===== src/rtl/ifd_pkg.sv =====
// ifd_pkg: shared types and constants of the frequency discriminator
// widths of samples, cross products, cordic datapath and the atan table
// no dependencies
package ifd_pkg;

   localparam int SAMPLE_BITS = 16;
   localparam int PROD_W      = 2 * SAMPLE_BITS;
   localparam int XY_W        = PROD_W + 3;
   localparam int TURN_BITS   = 32;
   localparam int Z_W         = TURN_BITS + 2;
   localparam int RATE_W      = 24;
   localparam int FREQ_W      = 24;
   localparam int MAX_STAGES  = 32;

   typedef logic signed [SAMPLE_BITS-1:0] sample_type;
   typedef logic signed [FREQ_W-1:0]      freq_type;
   typedef logic [RATE_W-1:0]             rate_type;

   localparam rate_type RATE_RESET = 24'd48000;

   typedef struct packed {
      logic                   valid;
      logic                   zero;
      logic signed [XY_W-1:0] x;
      logic signed [XY_W-1:0] y;
      logic signed [Z_W-1:0]  z;
   } cell_type;

   localparam logic signed [Z_W-1:0] HALF_TURN = {2'b00, 1'b1, {(TURN_BITS-1){1'b0}}};

   // atan(2^-i) in units of 2^-32 turn
   localparam logic [TURN_BITS-1:0] ATAN_TURN [MAX_STAGES] = '{
      32'h20000000, 32'h12E4051E, 32'h09FB385B, 32'h051111D4,
      32'h028B0D43, 32'h0145D7E1, 32'h00A2F61E, 32'h00517C55,
      32'h0028BE53, 32'h00145F2F, 32'h000A2F98, 32'h000517CC,
      32'h00028BE6, 32'h000145F3, 32'h0000A2FA, 32'h0000517D,
      32'h000028BE, 32'h0000145F, 32'h00000A30, 32'h00000518,
      32'h0000028C, 32'h00000146, 32'h000000A3, 32'h00000051,
      32'h00000029, 32'h00000014, 32'h0000000A, 32'h00000005,
      32'h00000003, 32'h00000001, 32'h00000001, 32'h00000000
   };

endpackage


===== src/rtl/ifd_cross_product.sv =====
// ifd_cross_product: keeps the previous sample, forms curr * conj(prev)
// and pre-rotates the product into the right half plane; depends on ifd_pkg
module ifd_cross_product (
   input  logic                clock,
   input  logic                reset,
   input  logic                advance,
   input  logic                take,
   input  ifd_pkg::sample_type sample_real,
   input  ifd_pkg::sample_type sample_imag,
   input  logic                start_block,
   output ifd_pkg::cell_type   cell_out
);
   import ifd_pkg::*;

   sample_type               prev_real_ff, prev_imag_ff;
   logic                     prev_valid_ff;
   logic                     prod_valid_ff, prod_valid_in;
   logic signed [PROD_W-1:0] rr_ff, ii_ff, ir_ff, ri_ff;
   logic signed [PROD_W-1:0] rr_in, ii_in, ir_in, ri_in;
   logic signed [XY_W-1:0]   x_sum, y_diff;
   cell_type                 cell_ff, cell_in;

   assign prod_valid_in = take && !start_block && prev_valid_ff;
   assign rr_in = sample_real * prev_real_ff;
   assign ii_in = sample_imag * prev_imag_ff;
   assign ir_in = sample_imag * prev_real_ff;
   assign ri_in = sample_real * prev_imag_ff;

   assign x_sum  = XY_W'(rr_ff) + XY_W'(ii_ff);
   assign y_diff = XY_W'(ir_ff) - XY_W'(ri_ff);

   always_comb begin
      cell_in.valid = prod_valid_ff;
      cell_in.zero  = (x_sum == '0) && (y_diff == '0);
      if (x_sum < 0) begin
         cell_in.x = -x_sum;
         cell_in.y = -y_diff;
         cell_in.z = (y_diff >= 0) ? HALF_TURN : -HALF_TURN;
      end else begin
         cell_in.x = x_sum;
         cell_in.y = y_diff;
         cell_in.z = '0;
      end
   end

   always_ff @(posedge clock) begin
      if (reset) begin
         prev_valid_ff <= 1'b0;
         prod_valid_ff <= 1'b0;
         cell_ff       <= '0;
      end else begin
         if (take) begin
            prev_valid_ff <= 1'b1;
         end
         if (advance) begin
            prod_valid_ff <= prod_valid_in;
            cell_ff       <= cell_in;
         end
      end
   end

   always_ff @(posedge clock) begin
      if (take) begin
         prev_real_ff <= sample_real;
         prev_imag_ff <= sample_imag;
      end
      if (advance) begin
         rr_ff <= rr_in;
         ii_ff <= ii_in;
         ir_ff <= ir_in;
         ri_ff <= ri_in;
      end
   end

   assign cell_out = cell_ff;

endmodule


===== config.mk =====
export PLATFORM = sky130hd
export DESIGN_NAME = ifd_cross_product
export DESIGN_NICKNAME = d
export VERILOG_FILES = /design/src/rtl/ifd_pkg.sv /design/src/rtl/ifd_cross_product.sv
export SDC_FILE = /design/constraint.sdc
export NUM_CORES = 2
export LEC_CHECK = 0
export BUFFER_PORTS_ARGS = -buffer_cell sky130_fd_sc_hd__buf_2
export CORE_MARGIN = 5
export CORE_UTILIZATION = 30
export CTS_CLUSTER_DIAMETER = 150
export DETAILED_ROUTE_END_ITERATION = 12
export GPL_TIMING_DRIVEN = 0
export PLACE_DENSITY = 0.45
export SETUP_SLACK_MARGIN = 0.5
export SYNTH_ARGS = -nofsm -noshare
export SYNTH_HDL_FRONTEND = slang
export SYNTH_SLANG_ARGS = --single-unit

===== constraint.sdc =====
create_clock -name clock -period 11.9 [get_ports clock]
set_clock_uncertainty 0.15 [all_clocks]
set_input_delay 2.38 -clock clock [delete_from_list [all_inputs] [get_ports clock]]
set_output_delay 2.38 -clock clock [all_outputs]
set_load 0.03 [all_outputs]

==> results.cfg <==
[outcome]
outcome = finished, final reports clean

[critical_path]
r2r_setup_slack_ns = 1.69
crit_top_cell = fa_1
r2r_cells = 23
crit_fanout = 10
required_ns = 11.98
worstSetupPathType = in2reg
path_cells = buf_2, clkbuf_1, nand2_1, fa_1, fa_1, fa_1, inv_1, fa_1, fa_1, inv_1, fa_1, inv_1, ha_1, and3_1, a311oi_1, o22ai_1, o21ai_1, nor3_1, a2111oi_1, a21oi_1, xor2_1
cp-end-kind = register
crit_path_top_delay_cell = a311oi_1
critPathLaunch = sample_imag[11]
cp.arrival_ns = 11.12
worstReg2RegStart = prev_imag_ff[15]
startpoint_type = input port
critPathMaxStageDelay_ns = 1.13
r2r-end = ri_ff[31]

[min_path]
hold_path_depth = 2
hp-start = cell_out[97]
min_path_type = reg2reg
holdPathEnd = cell_out[97]

[cts]
cts_resized = 0
path_clk_slew_ns = 0.06
postCtsSetupRepairBufs = 0
clock-sinks = 236
cts_hold_buf = 0
cts_made_buffers = 34
clkLatencyLatePin_ns = 0.62
clock_path_buffers = 3
root_buffer = clkbuf_16
tritoncts = built
ctsHtreeMaxLevel = 2

[route]
drtPass1Iterations = 6
avgRoutedWirePerCell_um = 23.3
drc = 0
via_per_inst = 4.77
drtIter0Drc = 2832
totalWireLength_um = 188000
num_vias = 38600
ant_nets = 0

[floorplan]
rows = 152
initial_utilization_pct = 30.2
die_y_um = 426
fp.dieW_um = 426
dieArea_um2 = 181000
core_area_um2 = 172000
pin_count = 143

[placed_design]
place.gp.congestion = 0.947
hpwl_um = 157000
portBuffers = 111

[final_layout]
syn_to_final_growth_pct = 9.15
layout-drive-gt1-share_pct = 4.57
fin_nets = 7218

[logic_synthesis]
ys_types = 99
synth.avg_cell_area_um2 = 9.34
synth-edff-count = 160
synth.area.top_cells = fa_1 41%, ha_1 9.5%, edfxtp_1 9.3%
synth_area_leader_cell = fa_1
synthesis.instances = 5558
yosysSeqAreaShare_pct = 12.2
synthAdderAreaFrac_pct = 50.0
yosys.area_share.simple_pct = 14.9
synth_top_family_by_area = adder cells
synth_compound_area_share_pct = 7.68
yosys_warnings = 0
synth_most_common_cell = inv_1
synth_top_area_share_pct = 40.5
async_flop_share_pct = 0
synth_area_um2 = 51900
synth.area.mux_share_pct = 0.272
ys_ff_latch = 236
synthXorXnorAreaFrac_pct = 3.98
ys.flop_type = edfxtp_1
ys_top_cells_by_count = 1204 x inv_1, 1050 x fa_1, 577 x nand2_1

[sta]
tightest_slew_ns = 1.45
drv_slew = 0
setup_violations = 0
fmax_mhz = 90.6
report.final.hold_viol_count = 0
period_needed_ns = 11.04
final.setup.tns_ns = 0
rsz0062_at_grt = false
relSlewSlack_pct = 3.18
post-route-period-util_pct = 92.8

[global_routing]
overflow = 0
grt_max_degree = 91
grtUsageTotal_pct = 21.0
grt_pass1_vias = 40200
antenna_found_initial = 45
grt_pass1_wl_um = 277000

[job]
cap_violations = 0
worst max-delay path by stage:
stage / end / slack [ns] / depth (start not counted)
6_report: ir_ff[30] / 0.86 / 21
5_1_grt: ri_ff[31] / 0.58 / 24
4_1_cts: ri_ff[31] / 1.04 / 24
3_5_place_dp: ri_ff[31] / 0.42 / 24
3_3_place_gp: ri_ff[31] / 0.48 / 24
2_1_floorplan: rr_ff[31] / 3.23 / 21
area by class of cell:
class	count	area, µm²
buffer	269	1160
fill	18100	115000
clock buffer	40	926
inverter	1206	4530
sequential	236	6330
multi-input combinational	3877	40000
timing repair buffer	112	589
antenna	15	37.5
tap	2310	2890
clock inverter	21	185
placed cells by master, fill, tap and decap left out, drive strengths merged, types with 62 or more instances in the layout:
cell type  instances
xnor2            156
nor2             229
xor2              80
buf              157
o21ai            135
ha               395
dfxtp             76
and2             516
a21oi            174
fa              1050
inv             1207
edfxtp           160
clkbuf           264
a21o              62
nand2            577
cells by family (layout without fill, tap and decap cells):
kind of cell               count (synthesis)  in the layout
buffers and inverters                   1475           1648
other                                      1             46
DFF                                      236            236
adders and majority gates               1445           1445
AOI/OAI and AO/OA                        606            606
muxes                                     14             14
xor gates and xnor gates                 236            236
and+or+nand+nor                         1545           1545
state kept, by name (all words and copies together), names as in the netlist:
signal and flops:
cell_out 74, ii_ff 32, ir_ff 32, prev_imag_ff 16, prev_real_ff 16, prev_valid_ff 1
prod_valid_ff 1, ri_ff 32, rr_ff 32
metal layers:
layer / GRT usage [%] / routed length, µm
met5: 0 / 51
met4: 6.51 / 6540
met3: 4.07 / 14600
met2: 32.8 / 83300
met1: 29.4 / 83800
worst max-delay path, delay by kind of cell:
kind            cells  cell delay (ns)
xor+xnor            1             0.92
compound gates      5             2.66
buf+inv             5             1.09
simple gates        3             0.52
fa+ha+maj           7             3.51
through the flow:
stage | std cells | hold slack, ns | setup slack, ns | instance area (µm²) | util [%]
detailed placement | 8010 | 0.293 | 0.418 | 55500 | 32.3
global route | 8071 | 0.326 | 0.578 | 56600 | 32.9
finish | 8086 | 0.302 | 0.860 | 56600 | 32.9
global placement | 8009 | 0.288 | 0.483 | 55500 | 32.3
CTS | 8071 | 0.305 | 1.04 | 56600 | 32.9
floorplan | 5588 | 0.288 | 3.23 | 52000 | -
Power is left out: the tool's default activity adds up to more than one toggle a clock period on the data nets, which glitch-free logic cannot reach.
