<file path="src/rtl/ifd_pkg.sv">
// ifd_pkg: shared types and constants of the frequency discriminator
// widths of samples, cross products, cordic datapath and the atan table
// no dependencies
package ifd_pkg;

   localparam int SAMPLE_BITS = 16;
   localparam int PROD_W      = 2 * SAMPLE_BITS;
   localparam int XY_W        = PROD_W + 3;
   localparam int TURN_BITS   = 32;
   localparam int Z_W         = TURN_BITS + 2;
   localparam int RATE_W      = 24;
   localparam int FREQ_W      = 24;
   localparam int MAX_STAGES  = 32;

   typedef logic signed [SAMPLE_BITS-1:0] sample_type;
   typedef logic signed [FREQ_W-1:0]      freq_type;
   typedef logic [RATE_W-1:0]             rate_type;

   localparam rate_type RATE_RESET = 24'd48000;

   typedef struct packed {
      logic                   valid;
      logic                   zero;
      logic signed [XY_W-1:0] x;
      logic signed [XY_W-1:0] y;
      logic signed [Z_W-1:0]  z;
   } cell_type;

   localparam logic signed [Z_W-1:0] HALF_TURN = {2'b00, 1'b1, {(TURN_BITS-1){1'b0}}};

   // atan(2^-i) in units of 2^-32 turn
   localparam logic [TURN_BITS-1:0] ATAN_TURN [MAX_STAGES] = '{
      32'h20000000, 32'h12E4051E, 32'h09FB385B, 32'h051111D4,
      32'h028B0D43, 32'h0145D7E1, 32'h00A2F61E, 32'h00517C55,
      32'h0028BE53, 32'h00145F2F, 32'h000A2F98, 32'h000517CC,
      32'h00028BE6, 32'h000145F3, 32'h0000A2FA, 32'h0000517D,
      32'h000028BE, 32'h0000145F, 32'h00000A30, 32'h00000518,
      32'h0000028C, 32'h00000146, 32'h000000A3, 32'h00000051,
      32'h00000029, 32'h00000014, 32'h0000000A, 32'h00000005,
      32'h00000003, 32'h00000001, 32'h00000001, 32'h00000000
   };

endpackage

</file>
<file path="src/rtl/ifd_cordic_cell.sv">
// ifd_cordic_cell: one registered vectoring cordic micro-rotation
// depends on ifd_pkg
module ifd_cordic_cell #(
   parameter int STAGE = 0
) (
   input  logic              clock,
   input  logic              reset,
   input  logic              advance,
   input  ifd_pkg::cell_type cell_in,
   output ifd_pkg::cell_type cell_out
);
   import ifd_pkg::*;

   logic signed [XY_W-1:0] dx, dy;
   logic signed [Z_W-1:0]  dz;
   cell_type               cell_ff, next_in;

   assign dx = cell_in.y >>> STAGE;
   assign dy = cell_in.x >>> STAGE;
   assign dz = signed'({2'b00, ATAN_TURN[STAGE]});

   always_comb begin
      next_in = cell_in;
      if (cell_in.y > 0) begin
         next_in.x = cell_in.x + dx;
         next_in.y = cell_in.y - dy;
         next_in.z = cell_in.z + dz;
      end else begin
         next_in.x = cell_in.x - dx;
         next_in.y = cell_in.y + dy;
         next_in.z = cell_in.z - dz;
      end
   end

   always_ff @(posedge clock) begin
      if (reset) begin
         cell_ff <= '0;
      end else if (advance) begin
         cell_ff <= next_in;
      end
   end

   assign cell_out = cell_ff;

endmodule

</file>
<file path="config.mk">
export PLATFORM = sky130hd
export DESIGN_NAME = ifd_cordic_cell
export DESIGN_NICKNAME = d
export VERILOG_FILES = /design/src/rtl/ifd_pkg.sv /design/src/rtl/ifd_cordic_cell.sv
export SDC_FILE = /design/constraint.sdc
export NUM_CORES = 1
export LEC_CHECK = 0
export BUFFER_PORTS_ARGS = -buffer_cell sky130_fd_sc_hd__buf_2
export CORE_MARGIN = 2
export CORE_UTILIZATION = 45
export CTS_BUF_LIST = sky130_fd_sc_hd__clkbuf_8
export CTS_CLUSTER_SIZE = 30
export DETAILED_ROUTE_END_ITERATION = 12
export PLACE_DENSITY_LB_ADDON = 0.2
export SYNTH_ARGS = -nofsm -noshare
export SYNTH_HDL_FRONTEND = slang
export SYNTH_SLANG_ARGS = --single-unit
</file>
<file path="constraint.sdc">
create_clock -name clock -period 3.5 [get_ports clock]
set_input_delay 0.7 -clock clock [delete_from_list [all_inputs] [get_ports clock]]
set_output_delay 0.7 -clock clock [all_outputs]
set_load 0.02 [all_outputs]
</file>
==> run_results.csv <==
group,metric,value,unit
run_status,outcome,"complete, no violations",
timing,max_slew.worst_pin.slew,0.8215,ns
worst_setup_path,cp-startpoint,"cell_in[37]",
drt,route.detailed.drc,0,
clocking,cts-buffers-inserted,9,
pwr,power.density_cell_area,334.6,nW/um^2
yosys,post_synth_num_cell_types,84,
floorplan,floorplan.die.width,156.5,um
worst_setup_path,timing.setup.critical_path_class,"in2reg",
yosys,netlist_area,10470,um^2
final_layout,final_core_util,57.14,%
worst_setup_path,required_time_at_the_endpoint_of_the_critical_path,3.74,ns
clocking,clk_transition_reported_paths,0.11,ns
min_path,holdPathEnd,"cell_out[70]",
clocking,post_cts_buffers,0,
clocking,clock_insertion_delay_worst_skew,0.38,ns
timing,finalMaxSlewViolations,0,
clocking,post_cts_resized,0,
yosys,yosysWarningCount,0,
worst_setup_path,reg2reg_depth,2,
yosys,synth_fp_nets,1617,
placed_design,dp_cells,1970,
final_layout,area.growth.synth_to_final,23.92,%
placed_design,detailed_place_hpwl,34880,um
timing,setup_viol,0,
clocking,cts_max_path_buffers,2,
timing,maxClockFrequency,307.1,MHz
drt,drt_pre_antenna_iters,6,
pwr,max-vdd-ir-drop,0.0002074,V
yosys,netlist.area_leader.share,20.07,%
floorplan,rows,55,
worst_setup_path,r2r_setup_slack,2.54,ns
placed_design,io_buffers,214,
global_routing,grt_overflow,0,
pwr,p_leak,6.215,nW
yosys,synth_top_cells_by_area,"sky130_fd_sc_hd__dfxtp_1 20%, sky130_fd_sc_hd__ha_1 13%, sky130_fd_sc_hd__nor2_1 6.3%, sky130_fd_sc_hd__a21oi_1 6.2%, sky130_fd_sc_hd__mux2i_1 5.3%",
final_layout,instances_no_fill,1986,
yosys,asyncSetResetFlopFracSynth,0,%
yosys,synth_ff_type,"sky130_fd_sc_hd__dfxtp_1",
min_path,holdPathStages,2,
pwr,p_sw_share,42.71,%
pwr,share_seq_of_total_power,31.6,%
clocking,tritoncts_num_sinks,105,
pwr,p_clk_share,19.1,%
drt,detail-route-antenna-nets,0,
floorplan,floorplan.initialDensity,46.11,%
drt,drt-initial-drc-count,1393,
yosys,library_cell_occupying_the_most_area_in_the_post_synthesis_netlist,"sky130_fd_sc_hd__dfxtp_1",
timing,final_hold_viol_count,0,
pwr,cellInternalPower,2.487,mW
global_routing,first_global_vias,10793,
placed_design,globalplace.congestion,1.057,
pwr,comb_power_share,49.3,%
flow_run,max_cap_violations,0,
timing,max-slew-margin-rel,45.23,%
final_layout,largest_reg_flops,105,
final_layout,final_net_count,1916,
worst_setup_path,timing.critical_path.from_type,"input pin",
clocking,post_cts_hold_buffer_count,0,
drt,vias,11730,
yosys,yosys_register_bits,105,
drt,drt-total-wl,42340,um
floorplan,boundaryPins,215,
clocking,tritoncts_clock_tree,"yes",
yosys,post_synth_most_frequent_cells,"177 x sky130_fd_sc_hd__nor2_1, 130 x sky130_fd_sc_hd__a21oi_1, 111 x sky130_fd_sc_hd__inv_1, 107 x sky130_fd_sc_hd__ha_1, 105 x sky130_fd_sc_hd__dfxtp_1",
global_routing,grt_max_degree,164,
yosys,netlist_instances,1397,
worst_setup_path,r2r-end,"cell_out[53]",
clocking,cts_htree_levels,3,
min_path,hold_path_startpoint,"cell_out[70]",
pwr,netSwitchingPower,1.854,mW
drt,detail_route.wl_per_cell,21.32,um
timing,post-route-period-util,93.04,%
timing,rsz0062_at_grt,"false",
timing,clock_skew,0,ns
floorplan,coreArea,22710,um^2
floorplan,die_area,24510,um^2
global_routing,global_route_wire_length_before_repair,63240,um
yosys,postSynthAreaPerCell,7.496,um^2
worst_setup_path,worst_r2r_startpoint,"cell_out[53]",
yosys,yosysMostFrequentCell,"sky130_fd_sc_hd__nor2_1",
worst_setup_path,critical_path_arrival,3.49,ns
yosys,synth-seq-area-share,20.07,%
final_layout,final_layout_size_suffix_gt1_share,25.22,%
clocking,ctsRootBufferMaster,"sky130_fd_sc_hd__clkbuf_8",
min_path,worstHoldPathType,"reg2reg",
worst_setup_path,endpoint_kind,"register",
yosys,synth_enable_flop_cells,0,
timing,final_period_minus_worst_setup_slack,3.256,ns
final_layout,antenna-diode-count,0,
worst_setup_path,largest_fanout_on_the_critical_path,10,
global_routing,grt_antenna_before_repair,0,
drt,via_per_inst,5.906,
global_routing,gr-usage-all-layers,33.82,%
floorplan,vert_die_dim,156.5,um
final_layout,fill_cells,2247,
==> critical path, cell delays in order <==
cell and delay [ns]:
sky130_fd_sc_hd__buf_2 0.09, sky130_fd_sc_hd__inv_1 0.04, sky130_fd_sc_hd__ha_1 0.48, sky130_fd_sc_hd__nor2b_1 0.14, sky130_fd_sc_hd__o31ai_2 0.35, sky130_fd_sc_hd__a21oi_2 0.12, sky130_fd_sc_hd__o211ai_2 0.33, sky130_fd_sc_hd__buf_4 0.19
sky130_fd_sc_hd__nand2_1 0.17, sky130_fd_sc_hd__a211oi_1 0.48, sky130_fd_sc_hd__mux2i_1 0.24, sky130_fd_sc_hd__o311ai_0 0.14
==> per-stage QoR <==
stage	setup TNS [ns]	total power [mW]	hold slack (ns)	setup slack (ns)	area, um^2
finish	0	4.341	0.4807	0.2437	12980
global placement	-0.08671	3.477	0.4472	-0.06546	12770
detailed placement	-0.07181	3.488	0.4649	-0.04775	12770
global route	0	4.562	0.5034	0.02766	12980
floorplan	0	2.627	0.5407	0.2505	10470
CTS	0	4.320	0.4815	0.3479	12980
==> logic make-up after synthesis <==
logic type                 after synthesis  synth area share (%)
AOI/OAI and AO/OA                      455                 29.97
and+or+nand+nor                        424                 19.44
buffers and inverters                  199                 7.647
adders and majority gates              111                 13.55
DFF                                    105                 20.07
muxes                                   57                 5.473
xor gates and xnor gates                46                 3.848
==> power groups by stage <==
stage	registers [mW]	clock network [mW]	logic [mW]
finish	1.37	0.829	2.14
global route	1.38	0.886	2.29
CTS	1.37	0.850	2.10
detailed placement	1.40	0	2.09
global placement	1.40	0	2.08
floorplan	1.52	0	1.11
==> how the worst max path moves through the flow <==
stage                     cells after the start       endpoint
after global routing                         13  cell_out[103]
final                                        12   cell_out[89]
after global placement                       13   cell_out[55]
after CTS                                    12   cell_out[89]
after floorplan                              14   cell_out[33]
after detailed placement                     12   cell_out[89]
==> placed cells by master, fill, tap and decap left out, types with 23 or more instances in the layout <==
| master | instances |
|---|---|
| sky130_fd_sc_hd__a211oi_1 | 44 |
| sky130_fd_sc_hd__a21o_1 | 31 |
| sky130_fd_sc_hd__a21oi_1 | 130 |
| sky130_fd_sc_hd__buf_2 | 212 |
| sky130_fd_sc_hd__buf_4 | 154 |
| sky130_fd_sc_hd__dfxtp_1 | 105 |
| sky130_fd_sc_hd__ha_1 | 107 |
| sky130_fd_sc_hd__inv_1 | 112 |
| sky130_fd_sc_hd__mux2i_1 | 55 |
| sky130_fd_sc_hd__nand2_1 | 65 |
| sky130_fd_sc_hd__nand3_1 | 45 |
| sky130_fd_sc_hd__nor2_1 | 177 |
| sky130_fd_sc_hd__nor3_1 | 23 |
| sky130_fd_sc_hd__nor4_1 | 23 |
| sky130_fd_sc_hd__o21ai_0 | 61 |
| sky130_fd_sc_hd__xnor2_1 | 46 |
==> layout make-up <==
cell class | instances | area [um^2] | share of cell area, %
tap | 285 | 356.6 | 2.748
timing repair buffer | 371 | 2308 | 17.79
multi-input combinational | 1093 | 7570 | 58.34
clock buffer | 10 | 137.6 | 1.061
inverter | 116 | 435.4 | 3.356
clock inverter | 6 | 66.31 | 0.5110
sequential | 105 | 2102 | 16.20
==> layer usage <==
metal  GRT usage, %  part of all wire [%]  up-vias
met5              0                     0        -
met4          7.864                   2.2        0
met3          7.311                   9.7       54
met2          50.14                    41      596
met1          49.71                    47     5424
li1               -                     -     5656
Power figures use the tool's default switching activity.
