==> config.mk <==
export PLATFORM = sky130hd
export DESIGN_NAME = ifd_freq_scale
export DESIGN_NICKNAME = d
export VERILOG_FILES = /design/src/rtl/ifd_pkg.sv /design/src/rtl/ifd_freq_scale.sv
export SDC_FILE = /design/constraint.sdc
export NUM_CORES = 1
export LEC_CHECK = 0
export BUFFER_PORTS_ARGS = -buffer_cell sky130_fd_sc_hd__clkbuf_2
export CAP_MARGIN = 20
export CORE_MARGIN = 1
export CORE_UTILIZATION = 50
export DETAILED_ROUTE_END_ITERATION = 8
export HOLD_SLACK_MARGIN = 0.03
export PLACE_DENSITY_LB_ADDON = 0.08
export SYNTH_ARGS = -nofsm -noshare
export SYNTH_HDL_FRONTEND = slang
export SYNTH_SLANG_ARGS = --single-unit
==> constraint.sdc <==
create_clock -name clock -period 6.9 [get_ports clock]
set_input_delay 0 -clock clock [delete_from_list [all_inputs] [get_ports clock]]
set_output_delay 0 -clock clock [all_outputs]
set_load 0.02 [all_outputs]
==> src/rtl/ifd_pkg.sv <==
// ifd_pkg: shared types and constants of the frequency discriminator
// widths of samples, cross products, cordic datapath and the atan table
// no dependencies
package ifd_pkg;

   localparam int SAMPLE_BITS = 16;
   localparam int PROD_W      = 2 * SAMPLE_BITS;
   localparam int XY_W        = PROD_W + 3;
   localparam int TURN_BITS   = 32;
   localparam int Z_W         = TURN_BITS + 2;
   localparam int RATE_W      = 24;
   localparam int FREQ_W      = 24;
   localparam int MAX_STAGES  = 32;

   typedef logic signed [SAMPLE_BITS-1:0] sample_type;
   typedef logic signed [FREQ_W-1:0]      freq_type;
   typedef logic [RATE_W-1:0]             rate_type;

   localparam rate_type RATE_RESET = 24'd48000;

   typedef struct packed {
      logic                   valid;
      logic                   zero;
      logic signed [XY_W-1:0] x;
      logic signed [XY_W-1:0] y;
      logic signed [Z_W-1:0]  z;
   } cell_type;

   localparam logic signed [Z_W-1:0] HALF_TURN = {2'b00, 1'b1, {(TURN_BITS-1){1'b0}}};

   // atan(2^-i) in units of 2^-32 turn
   localparam logic [TURN_BITS-1:0] ATAN_TURN [MAX_STAGES] = '{
      32'h20000000, 32'h12E4051E, 32'h09FB385B, 32'h051111D4,
      32'h028B0D43, 32'h0145D7E1, 32'h00A2F61E, 32'h00517C55,
      32'h0028BE53, 32'h00145F2F, 32'h000A2F98, 32'h000517CC,
      32'h00028BE6, 32'h000145F3, 32'h0000A2FA, 32'h0000517D,
      32'h000028BE, 32'h0000145F, 32'h00000A30, 32'h00000518,
      32'h0000028C, 32'h00000146, 32'h000000A3, 32'h00000051,
      32'h00000029, 32'h00000014, 32'h0000000A, 32'h00000005,
      32'h00000003, 32'h00000001, 32'h00000001, 32'h00000000
   };

endpackage

==> src/rtl/ifd_freq_scale.sv <==
// ifd_freq_scale: rounds the cordic angle, scales it by the sample rate,
// rounds to hz and saturates; depends on ifd_pkg
module ifd_freq_scale #(
   parameter int ANGLE_BITS = 16
) (
   input  logic              clock,
   input  logic              reset,
   input  logic              advance,
   input  ifd_pkg::cell_type cell_in,
   input  ifd_pkg::rate_type sample_rate,
   output logic              valid,
   output ifd_pkg::freq_type frequency_hz
);
   import ifd_pkg::*;

   localparam int SHIFT  = TURN_BITS - ANGLE_BITS;
   localparam int ANG_W  = ANGLE_BITS + 2;
   localparam int PW     = ANG_W + RATE_W + 1;
   localparam int FMAG_W = PW - ANGLE_BITS;
   localparam logic [Z_W:0] Z_HALF = {{Z_W{1'b0}}, 1'b1} << SHIFT;
   localparam logic [PW:0]  P_HALF = {{PW{1'b0}}, 1'b1} << ANGLE_BITS;
   localparam logic [FMAG_W-1:0] POS_LIMIT = FMAG_W'(2 ** (FREQ_W - 1) - 1);
   localparam logic [FMAG_W-1:0] NEG_LIMIT = FMAG_W'(2 ** (FREQ_W - 1));

   logic [Z_W-1:0]          z_mag;
   logic [Z_W:0]            z_round;
   logic [ANG_W-1:0]        ang_mag;
   logic signed [ANG_W-1:0] ang_in, ang_ff;
   logic                    valid_a_ff, zero_a_ff;
   logic signed [RATE_W:0]  rate_s;
   logic signed [PW-1:0]    prod_in, prod_ff;
   logic                    valid_p_ff, zero_p_ff;
   logic [PW-1:0]           p_mag;
   logic [PW:0]             p_round;
   logic [FMAG_W-1:0]       f_mag;
   logic                    p_neg;

   // angle rounded half away from zero to ANGLE_BITS per turn
   assign z_mag   = (cell_in.z < 0) ? Z_W'(-cell_in.z) : Z_W'(cell_in.z);
   assign z_round = ({z_mag, 1'b0} + Z_HALF) >> (SHIFT + 1);
   assign ang_mag = ANG_W'(z_round);
   assign ang_in  = (cell_in.z < 0) ? -signed'(ang_mag) : signed'(ang_mag);

   assign rate_s  = signed'({1'b0, sample_rate});
   assign prod_in = ang_ff * rate_s;

   // product rounded half away from zero, then clamped to the output range
   assign p_neg   = prod_ff < 0;
   assign p_mag   = p_neg ? PW'(-prod_ff) : PW'(prod_ff);
   assign p_round = ({p_mag, 1'b0} + P_HALF) >> (ANGLE_BITS + 1);
   assign f_mag   = FMAG_W'(p_round);

   always_comb begin
      if (zero_p_ff) begin
         frequency_hz = '0;
      end else if (p_neg) begin
         frequency_hz = (f_mag > NEG_LIMIT) ? freq_type'(-NEG_LIMIT)
                                            : -signed'(FREQ_W'(f_mag));
      end else begin
         frequency_hz = (f_mag > POS_LIMIT) ? signed'(FREQ_W'(POS_LIMIT))
                                            : signed'(FREQ_W'(f_mag));
      end
   end

   assign valid = valid_p_ff;

   always_ff @(posedge clock) begin
      if (reset) begin
         valid_a_ff <= 1'b0;
         valid_p_ff <= 1'b0;
      end else if (advance) begin
         valid_a_ff <= cell_in.valid;
         valid_p_ff <= valid_a_ff;
      end
   end

   always_ff @(posedge clock) begin
      if (advance) begin
         zero_a_ff <= cell_in.zero;
         ang_ff    <= ang_in;
         zero_p_ff <= zero_a_ff;
         prod_ff   <= prod_in;
      end
   end

endmodule

==> impl_metrics.py <==
metrics = {
    "finish": {
        "fill_cells": 3737,
        "final_area_mm2": 0.0225,
        "fin_nets": 3101,
        "final_util": 0.561,
        "antenna_cells": 0,
        "drive_above_1_share": 0.110,
        "syn2layout_area_growth_pct": 9.89,
    },
    "setup_path": {
        "arrival_ps": 6820,
        "cp.required_ps": 7000,
        "crit_type": "reg2reg",
        "cpMostUsedCell": "fa_1",
        "cp-start-kind": "flop",
        "critPathSlowestCell": "fa_1",
        "critPathMaxFanout": 6,
        "critPathCaptureType": "flop",
        "max_stage_delay_ps": 550,
    },
    "outcome": {
        "status": "finished clean",
    },
    "yosys": {
        "synth.mux.area_fraction": 0.00606,
        "synth_edf_count": 63,
        "async_flop_share": 0,
        "synth-compound-area-share": 0.0912,
        "synth.top_cells.by_count": "inv_1, fa_1, nand2_1",
        "synth.most_common_cell": "inv_1",
        "avgSynthCellArea_um2": 8.59,
        "synthDominantCellAreaShare": 0.345,
        "syn_nets": 3015,
        "yosysTopAreaCell": "fa_1",
        "synthDistinctLibCells": 83,
        "synth_top_family_by_area": "adder cells",
        "synth_xor_area_frac": 0.0650,
        "synthAdderAreaFrac": 0.437,
        "synthCells": 2380,
        "ys_seq_elements": 65,
        "syn_area_mm2": 0.0204,
        "yosys_warnings": 0,
        "yosysSeqAreaShare": 0.0945,
        "synth_area_leaders": "fa_1, edfxtp_1, ha_1",
        "synthSimpleGateAreaFrac": 0.199,
        "ys.flop_type": "edfxtp_1",
    },
    "global_routing": {
        "grtUsageTotal": 0.263,
        "grt_pass1_vias": 16700,
        "grt_max_degree": 60,
        "grt_pass1_wl_um": 86100,
        "antenna_found_initial": 1,
        "grt_remaining_overflow": 0,
    },
    "timing": {
        "finalSetupViolations": 0,
        "clock-skew-final_ps": 13.6,
        "min_period_ps": 6720,
        "hold_ws_ps": 56.8,
        "setup_tns_ps": 0,
        "relSlewSlack": 0.317,
        "fin_crit_sh": 0.974,
        "worst_slew_pin_slew_ps": 1010,
        "finalHoldViolCount": 0,
        "clock.fmax_ghz": 0.149,
        "slew_viol_final": 0,
        "grt_setup_unrepaired": "true",
    },
    "detailed_routing": {
        "route.detailed.drc": 0,
        "ant_nets": 0,
        "vias_per_cell": 5.48,
        "routedWlPerCell_um": 17.6,
        "routed_wirelength_um": 52800,
        "drt_iter0_markers": 1051,
        "vias": 16400,
        "first_pass_iters": 5,
    },
    "clocking": {
        "cts-buffers-inserted": 9,
        "cts_tree": "built",
        "ctsRootBufferMaster": "clkbuf_16",
        "clkLatencyLatePin_ps": 360,
        "cts_max_level": 3,
        "clockBufferDepth": 2,
        "clk_pin_slew_ps": 60,
        "clock-sinks": 65,
    },
    "floorplan": {
        "die_y_um": 204,
        "die_w_um": 204,
        "fp.coreArea_mm2": 0.0400,
        "fp-row-count": 73,
        "initial_core_util": 0.511,
        "io_pins": 158,
        "die-area_mm2": 0.0417,
    },
    "run": {
        "maxCapViolCount": 0,
    },
    "min_path": {
        "hp-class": "in2reg",
    },
    "placement": {
        "dpl-instance-area_mm2": 0.0219,
        "io_buffers": 87,
        "gp_congestion": 0.877,
        "dpl.hpwl_um": 43900,
    },
}
==> cell families (layout without fill, tap and decap cells) <==
group           Yosys count  after routing
compound gates          273            273
fa+ha+maj               502            502
flops                    65             65
mux                      12             12
xor+xnor                150            150
buf+inv                 580            671
simple gates            798            798
==> layout make-up <==
cell class                 count  area (um^2)  share of cell area
multi-input combinational   1735        16400               0.731
clock inverter                 4         43.8             0.00195
inverter                     460         1730              0.0769
tap                          525          657              0.0292
timing repair buffer         195         1440              0.0640
sequential                    65         1930              0.0860
clock buffer                  12          236              0.0105
==> stage by stage <==
| stage | instances | worst slack [ps] |
|---|---|---|
| after floorplan | 2380 | 90.8 |
| after global placement | 2964 | -81.8 |
| after detailed placement | 2964 | -157 |
| after CTS | 2984 | 1.05 |
| after global routing | 2996 | -64.1 |
| final | 2996 | 181 |
==> path summary, 6_finish.rpt <==
path / depth (start not counted) / endpoint / slack, ps / from
max: 25 / prod_ff[41]$_DFFE_PP_ / 180 / ang_ff[8]$_DFFE_PP_
min: 1 / ang_ff[8]$_DFFE_PP_ / 60 / advance
max reg2reg: 25 / prod_ff[41]$_DFFE_PP_ / 180 / ang_ff[8]$_DFFE_PP_
min reg2reg: 0 / zero_p_ff$_DFFE_PP_ / 440 / zero_a_ff$_DFFE_PP_
==> flip-flops by register name (all words and copies together), names as in the netlist <==
name        count
valid           1
ang_ff         18
zero_a_ff       1
zero_p_ff       1
prod_ff        43
valid_a_ff      1
==> layer usage <==
metal	part of all wire	global-route usage	wire length (um)
met3	0.050	0.0359	2630
met1	0.42	0.343	22400
met4	0.039	0.0954	2080
met2	0.49	0.444	25700
met5	0	0	0
==> worst max-delay path, delay by kind of cell, from the launching register on <==
family	cells	cell delay, ps
xor+xnor	1	150
fa+ha+maj	7	3290
simple gates	2	300
compound gates	10	1950
buf+inv	5	350
flops	1	400
==> cells in the final DEF, fill, tap and decap left out, drive strengths merged, types with 8 or more instances in the layout <==
cell and instances:
and3 11, a31oi 13, nand2b 30, nand3 29, mux2i 9, buf 106, a211oi 17, o31ai 23
o21ai 60, inv 459, edfxtp 63, nor4 18, or3 18, a21oi 60, nand3b 8, nand2 315
xor2 51, nor3 30, xnor2 98, or2 10, o21bai 9, ha 150, a21o 20, clkbuf 98
nor2b 8, nand4 20, fa 352, nor2 101, and2 173
==> what timing repair did <==
action / 4_1_cts / 5_1_grt
endpoints found under the hold margin: 3 / 0
gates cloned: 0 / 1
hold buffers: 3 / 0
endpoints found under the setup margin: 2 / 16
resized for setup: 8 / 25
setup buffers: 1 / 11
pin swaps: 8 / 34
Power is left out: the tool's default activity adds up to more than one toggle a clock period on the data nets, which glitch-free logic cannot reach.
